`src/sv/assert_macros.svh`:
```
// ----------------------------------------------------------------------------
// Assertion macros
// Shared concurrent assertion forms for the sorter RTL.
// ----------------------------------------------------------------------------
`ifndef ASSERT_MACROS_SVH
`define ASSERT_MACROS_SVH

// Same-cycle implication, disabled while reset is asserted
`define ASSERT_SAME(label, clk, rst_n, ante, cons) \
    label: assert property (@(posedge clk) disable iff (!rst_n) (ante) |-> (cons)) \
        else $error("same-cycle check failed");

// Next-cycle implication, disabled while reset is asserted
`define ASSERT_NEXT(label, clk, rst_n, ante, cons) \
    label: assert property (@(posedge clk) disable iff (!rst_n) (ante) |=> (cons)) \
        else $error("next-cycle check failed");

`endif

```
`src/sv/ais_pkg.sv`:
```
// ----------------------------------------------------------------------------
// Ascending integer sorter package
// Sizes shared by the sorter and its element store.
// ----------------------------------------------------------------------------
package ais_pkg;

    // Capacity of the element store
    localparam int MAX_ENTRIES = 16;

    // Element width
    localparam int VAL_W = 16;

    // Store index width and element count width (count can reach MAX_ENTRIES)
    localparam int IDX_W = $clog2(MAX_ENTRIES);
    localparam int CNT_W = $clog2(MAX_ENTRIES + 1);

    typedef logic [VAL_W-1:0] val_t;
    typedef logic [IDX_W-1:0] idx_t;
    typedef logic [CNT_W-1:0] cnt_t;

endpackage

```
`src/sv/ais_ram.sv`:
```
// ----------------------------------------------------------------------------
// Generic simple dual-port RAM
// One write port and one read port with registered read data.
// ----------------------------------------------------------------------------
module ais_ram #(
    parameter int WIDTH = 16,
    parameter int DEPTH = 16
) (
    input  logic                     clk,
    input  logic                     we,
    input  logic [$clog2(DEPTH)-1:0] wr_addr,
    input  logic [WIDTH-1:0]         wr_data,
    input  logic [$clog2(DEPTH)-1:0] rd_addr,
    output logic [WIDTH-1:0]         rd_data
);

    logic [WIDTH-1:0] mem [DEPTH];

    // Write on enable, read every cycle (old data on address collision)
    always_ff @(posedge clk)
    begin
        if (we)
        begin
            mem[wr_addr] <= wr_data;
        end
        rd_data <= mem[rd_addr];
    end

endmodule

```
`src/sv/ascending_integer_sorter.sv`:
```
// ----------------------------------------------------------------------------
// Ascending integer sorter
// Collects a set of unsigned values and emits them in ascending order.
// ----------------------------------------------------------------------------
//  Channel   Handshake              Ports
//  input     start & !busy          value, last
//  result    strobe (no backpress)  sorted_value, end_of_set, overflow
//
//  An element into an empty store is written, or into a full store dropped, as
//  it is accepted; otherwise the insert walks down from the top entry, one
//  compare-and-shift step per larger element, set by the single read port of
//  the element store and one comparator. A closing element then starts the
//  read-out; results follow back to back, each in the cycle after its store read.
//  Reset clears count and flags at once, but not overflow or the store.
//  Results cannot be stalled; busy stays high until the last read is issued.
// ----------------------------------------------------------------------------
`include "assert_macros.svh"

module ascending_integer_sorter (
    input  logic                 clk,
    input  logic                 rst_n,
    input  logic                 start,
    output logic                 busy,
    input  ais_pkg::val_t        value,
    input  logic                 last,
    output logic                 strobe,
    output ais_pkg::val_t        sorted_value,
    output logic                 end_of_set,
    output logic                 overflow
);

    // Sequencer states
    localparam logic [1:0] ST_IDLE  = 2'd0;
    localparam logic [1:0] ST_CMP   = 2'd1;
    localparam logic [1:0] ST_PLACE = 2'd2;
    localparam logic [1:0] ST_EMIT  = 2'd3;

    localparam ais_pkg::cnt_t CNT_FULL = ais_pkg::cnt_t'(ais_pkg::MAX_ENTRIES);
    localparam ais_pkg::cnt_t CNT_ONE  = ais_pkg::cnt_t'(1);
    localparam ais_pkg::cnt_t CNT_TWO  = ais_pkg::cnt_t'(2);

    logic [1:0]    state_reg, state_next;
    ais_pkg::cnt_t count_reg, count_next;
    ais_pkg::cnt_t pos_reg,   pos_next;
    ais_pkg::cnt_t k_reg,     k_next;
    logic          dropped_reg, dropped_next;
    logic          last_reg,    last_next;
    ais_pkg::val_t value_reg,   value_next;
    logic          strobe_reg,  strobe_next;
    logic          end_reg,     end_next;
    logic          ovf_reg,     ovf_next;

    logic          ram_we;
    ais_pkg::idx_t ram_wr_addr;
    ais_pkg::val_t ram_wr_data;
    ais_pkg::idx_t ram_rd_addr;
    ais_pkg::val_t ram_rd_data;

    logic          accept;
    logic          greater;
    ais_pkg::cnt_t count_m1;
    ais_pkg::cnt_t pos_m2;
    ais_pkg::cnt_t k_p1;

    assign accept   = start && (state_reg == ST_IDLE);
    assign count_m1 = count_reg - CNT_ONE;
    assign pos_m2   = pos_reg - CNT_TWO;
    assign k_p1     = k_reg + CNT_ONE;

    // Shared comparator: stored element against the element being inserted
    assign greater = ram_rd_data > value_reg;

    // Element store
    ais_ram #(
        .WIDTH (ais_pkg::VAL_W),
        .DEPTH (ais_pkg::MAX_ENTRIES)
    ) u_store (
        .clk     (clk),
        .we      (ram_we),
        .wr_addr (ram_wr_addr),
        .wr_data (ram_wr_data),
        .rd_addr (ram_rd_addr),
        .rd_data (ram_rd_data)
    );

    // Sequencer: insert one element at a time, then read the set out
    always_comb
    begin
        state_next   = state_reg;
        count_next   = count_reg;
        pos_next     = pos_reg;
        k_next       = k_reg;
        dropped_next = dropped_reg;
        last_next    = last_reg;
        value_next   = value_reg;
        strobe_next  = 1'b0;
        end_next     = 1'b0;
        ovf_next     = ovf_reg;
        ram_we       = 1'b0;
        ram_wr_addr  = pos_reg[ais_pkg::IDX_W-1:0];
        ram_wr_data  = value_reg;
        ram_rd_addr  = count_m1[ais_pkg::IDX_W-1:0];

        case (state_reg)
            ST_IDLE:
            begin
                if (accept)
                begin
                    value_next = value;
                    last_next  = last;
                    k_next     = '0;
                    if (count_reg == CNT_FULL)
                    begin
                        // Drop the element, flag the set
                        dropped_next = 1'b1;
                        state_next   = last ? ST_EMIT : ST_IDLE;
                    end
                    else if (count_reg == '0)
                    begin
                        // Empty store: write straight to the first entry
                        ram_we      = 1'b1;
                        ram_wr_addr = '0;
                        ram_wr_data = value;
                        count_next  = CNT_ONE;
                        state_next  = last ? ST_EMIT : ST_IDLE;
                    end
                    else
                    begin
                        // Read the top entry, start the compare walk
                        pos_next   = count_reg;
                        state_next = ST_CMP;
                    end
                end
            end

            ST_CMP:
            begin
                ram_we = 1'b1;
                if (greater)
                begin
                    // Shift the larger element up one place
                    ram_wr_data = ram_rd_data;
                    pos_next    = pos_reg - CNT_ONE;
                    ram_rd_addr = pos_m2[ais_pkg::IDX_W-1:0];
                    if (pos_reg == CNT_ONE)
                    begin
                        state_next = ST_PLACE;
                    end
                end
                else
                begin
                    // Slot found: place the new element
                    count_next = count_reg + CNT_ONE;
                    state_next = last_reg ? ST_EMIT : ST_IDLE;
                end
            end

            ST_PLACE:
            begin
                ram_we     = 1'b1;
                count_next = count_reg + CNT_ONE;
                state_next = last_reg ? ST_EMIT : ST_IDLE;
            end

            ST_EMIT:
            begin
                // Issue one read per cycle, result shows the cycle after
                ram_rd_addr = k_reg[ais_pkg::IDX_W-1:0];
                strobe_next = 1'b1;
                end_next    = (k_p1 == count_reg);
                ovf_next    = dropped_reg;
                k_next      = k_p1;
                if (k_p1 == count_reg)
                begin
                    count_next   = '0;
                    dropped_next = 1'b0;
                    state_next   = ST_IDLE;
                end
            end

            default:
            begin
                state_next = ST_IDLE;
            end
        endcase
    end

    // Control registers
    always_ff @(posedge clk or negedge rst_n)
    begin
        if (!rst_n)
        begin
            state_reg   <= ST_IDLE;
            count_reg   <= '0;
            dropped_reg <= 1'b0;
            strobe_reg  <= 1'b0;
            end_reg     <= 1'b0;
        end
        else
        begin
            state_reg   <= state_next;
            count_reg   <= count_next;
            dropped_reg <= dropped_next;
            strobe_reg  <= strobe_next;
            end_reg     <= end_next;
        end
    end

    // Payload and walk registers
    always_ff @(posedge clk)
    begin
        pos_reg   <= pos_next;
        k_reg     <= k_next;
        last_reg  <= last_next;
        value_reg <= value_next;
        ovf_reg   <= ovf_next;
    end

    assign busy         = (state_reg != ST_IDLE);
    assign strobe       = strobe_reg;
    assign sorted_value = ram_rd_data;
    assign end_of_set   = end_reg;
    assign overflow     = ovf_reg;

    // Checks
    `ASSERT_SAME(a_count_range, clk, rst_n, 1'b1, count_reg <= CNT_FULL)
    `ASSERT_SAME(a_walk_pos, clk, rst_n, state_reg == ST_CMP,
        (pos_reg != '0) && (pos_reg <= count_reg) && (count_reg != CNT_FULL))
    `ASSERT_NEXT(a_results_contiguous, clk, rst_n, strobe && !end_of_set, strobe)
    `ASSERT_SAME(a_end_needs_strobe, clk, rst_n, end_of_set, strobe)

endmodule

```
`config.mk`:
```
export PLATFORM = sky130hd
export DESIGN_NAME = ascending_integer_sorter
export DESIGN_NICKNAME = d
export VERILOG_FILES = /design/src/sv/ais_pkg.sv /design/src/sv/ais_ram.sv /design/src/sv/ascending_integer_sorter.sv
export VERILOG_INCLUDE_DIRS = /design/src /design/src/sv
export SDC_FILE = /design/constraint.sdc
export NUM_CORES = 1
export LEC_CHECK = 0
export BUFFER_PORTS_ARGS = -buffer_cell sky130_fd_sc_hd__buf_2
export CORE_ASPECT_RATIO = 0.5
export CORE_MARGIN = 2
export CORE_UTILIZATION = 62
export CTS_BUF_LIST = sky130_fd_sc_hd__clkbuf_16
export CTS_CLUSTER_DIAMETER = 150
export DETAILED_ROUTE_END_ITERATION = 8
export GPL_ROUTABILITY_DRIVEN = 0
export GPL_TIMING_DRIVEN = 0
export PLACE_DENSITY = 0.79
export REMOVE_ABC_BUFFERS = 1
export SYNTH_ARGS = -nofsm -noshare
export SYNTH_HDL_FRONTEND = slang
export SYNTH_SLANG_ARGS = --single-unit
export TNS_END_PERCENT = 100
```
`constraint.sdc`:
```
create_clock -name clk -period 4.3 [get_ports clk]
set_input_delay 0.43 -clock clk [delete_from_list [all_inputs] [get_ports clk]]
set_output_delay 0.43 -clock clk [all_outputs]
set_load 0.02 [all_outputs]
```
==> summary.txt <==
Global-route wire length before repair -> 50300 um
Reg-to-reg critical path endpoint -> u_store.rd_data[8]$_DFF_P_
Commonest non-fill, non-tap cell in the layout -> edfxtp_1
Final ANT Viol Nets -> 0
Max Clock Freq -> 235 MHz
Num Clock Sinks -> 310
Core Area -> 20900 sq um
# setup viols final -> 0
Yosys reg bits -> 310
Routed WL per cell -> 25.6 um
Distinct cells, synth -> 58
Post-layout net count -> 1135
Initial antenna violation count -> 0
Avg Synthesized Cell Area -> 12.9 sq um
Final hold violation count -> 0
Status -> finished, final reports clean
Slowest stage cell on the critical path -> mux2_8
Yosys Warn Count -> 0
Worst path bufs/invs -> 2
Max-slew violations -> 0
Number of flops mapped to enable cells by yosys -> 284
Vias -> 9251
Clock latency on the worst-skew pair -> 570 ps
Most frequent cells in the layout -> edfxtp_1, nor2_1, a21oi_1
H-tree levels -> 1
CP arrival -> 4690 ps
CTS tree -> done
CP Data Required Time -> 4730 ps
Critical path launch point type -> flop
Fin Clk Skew -> 24.0 ps
Reg2reg path depth -> 12
Clk buf depth -> 3
Worst setup margin -> 41.7 ps
Number of global-route vias before repair -> 8874
Min Tclk post-route -> 4260 ps
Slew at the pin closest to its max-slew limit -> 1190 ps
Drc violations -> 0
Area Overhead vs Synth -> 14.9%
Critical Path Start -> value_reg[15]$_DFFE_PP_
Tcrit/Tclk final -> 0.990
Post-Syn Area -> 13400 sq um
Via density per instance -> 6.62
Worst reg2reg setup slack -> 40 ps
CP endpoint kind -> flop
Die area -> 22900 sq um
Global route total overflow -> 0
Largest net degree at the start of global routing -> 92
Tot GR Track Use -> 0.300
Layout cells sized above 1 -> 0.151
Die X -> 212 um
Async set or reset register ratio after synthesis -> 0.0323
Post-synthesis sequential area ratio -> 0.678
Top Family by Delay on Critical Path -> simple AND/OR/NAND/NOR gates
Initial core utilization -> 0.643
Main flop type after synthesis -> edfxtp_1
TritonCTS Buffers -> 26
Clock-pin transition on the worst setup and hold timing paths -> 70 ps
Initial detailed-routing violation count -> 1612
Max-Slew Margin vs Limit -> 0.208
# diodes -> 0
Max cap viols -> 0
CTS root buf -> clkbuf_16
Worst-path cell chain -> inv_1, ha_1, nand4_1, nor4_4, a21boi_1, o31a_4, mux2_8, buf_16, mux2_2, or4_1, o2111ai_1, nor3_1
Crit-path max cell delay -> 530 ps
WL final -> 35800 um
Boundary Pins -> 40
Fillers -> 1134
Worst Setup EP -> u_store.rd_data[8]$_DFF_P_
Crit path depth -> 12
HPWL Detailed -> 20700 um
Critical path class -> reg2reg
Row Count -> 37
Number of flip-flops in the largest register -> 256
Maximum fanout along the worst path -> 46
Worst Hold Class -> in2reg
Drt first pass iters -> 6
I/O Buffers -> 39
Place WS -> -995 ps
Die Span Y -> 108 um
FF-to-FF Start -> value_reg[15]$_DFFE_PP_
Syn Inst Count -> 1041
-- per-layer routing --
metal  GRT usage  share of wire  vias up
li1            -              -     3955
met5           0              0        -
met2       0.486           0.46      710
met4       0.120          0.037        0
met3      0.0683           0.12      121
met1       0.400           0.38     4465
-- layout make-up --
| class | instances | area (sq um) | share of cell area |
|---|---|---|---|
| Clock buffer | 26 | 651 | 0.0422 |
| Clock inverter | 21 | 224 | 0.0145 |
| Inverter | 32 | 120 | 0.00779 |
| Multi-Input combinational cell | 641 | 4130 | 0.268 |
| Sequential cell | 310 | 9100 | 0.590 |
| Tap cell | 292 | 365 | 0.0237 |
| Timing Repair Buffer | 75 | 832 | 0.0540 |
-- synthesized netlist by cell type (all sizes together), types with 2 or more instances --
master   count  area [sq um]
xor2         8          70.1
mux2i       51           510
o31ai        3          22.5
nand2       56           213
nand2b       2          12.5
nor2       200           751
nand4       30           188
ha          29           363
edfxtp     284          8530
and2         4          25.0
clkbuf      30           113
a211oi       2          27.5
o2111ai     14           123
xnor2        6          52.6
and3         3          18.8
a222oi       3          30.0
or3          4          25.0
mux2        17           191
nor3b        2          25.0
a21oi       69           345
a21boi       2          15.0
or4         14           105
o22ai       18           113
buf         29           156
or2          3          18.8
a21o         3          22.5
nand3b       4          33.8
a22o         2          17.5
nand3       11          55.1
nor2b        2          12.5
nor3        21           105
dfrtp       10           250
nor4         4          31.3
o21ai       25           125
o2bb2ai      2          17.5
dfxtp       16           320
inv         31           116
a32o        16           160
-- how the worst min path moves through the flow --
| stage | start | end | slack, ps | depth (start not counted) |
|---|---|---|---|---|
| after detailed placement | rst_n | count_reg[2]$_DFFE_PN0P_ | 300 | 1 |
| after global routing | value[3] | value_reg[3]$_DFFE_PP_ | 70 | 1 |
| after floorplan | rst_n | count_reg[0]$_DFFE_PN0P_ | 130 | 0 |
| after global placement | rst_n | count_reg[0]$_DFFE_PN0P_ | 290 | 1 |
| after CTS | value[3] | value_reg[3]$_DFFE_PP_ | 80 | 1 |
| final | value[3] | value_reg[3]$_DFFE_PP_ | 80 | 1 |
-- worst reg2reg max path, cell delays in order (launching register included) --
cell and delay, ps:
edfxtp_1 390, inv_1 70, ha_1 350, nand4_1 340, nor4_4 460, a21boi_1 280
o31a_4 370, mux2_8 560, buf_16 250, mux2_2 350, or4_1 410, o2111ai_1 170
nor3_1 120
-- cell families after synthesis --
group / after synthesis / share of synthesized area
and+or+nand+nor: 361 / 0.122
DFF: 310 / 0.678
AOI/OAI and AO/OA: 168 / 0.0826
buffers and inverters: 91 / 0.0290
muxes: 68 / 0.0523
adders and majority gates: 29 / 0.0270
xor gates and xnor gates: 14 / 0.00914
-- per-stage QoR --
stage               instances  hold slack, ps  cell area [sq um]   util  TNS (ps)
floorplan                 982             134              13100      -    -25390
global placement         1313             294              13700  0.656   -362650
CTS                      1388            79.1              15300  0.731         0
global route             1397            67.9              15400  0.738      -446
detailed placement       1333             300              14300  0.683    -16280
finish                   1397            81.6              15400  0.738         0
-- repair_timing --
| item | in CTS | in global routing |
|---|---|---|
| buffers inserted | 7 | 7 |
| endpoints found under the hold margin | 10 | 0 |
| setup endpoints to repair | 94 | 192 |
| gates resized for setup | 13 | 10 |
| pin swaps | 2 | 0 |
| hold buffers | 1 | 0 |
| cloned | 0 | 2 |
Power is not shown: default switching activity piles up to over one toggle a cycle in this logic, so the estimate is an artifact.
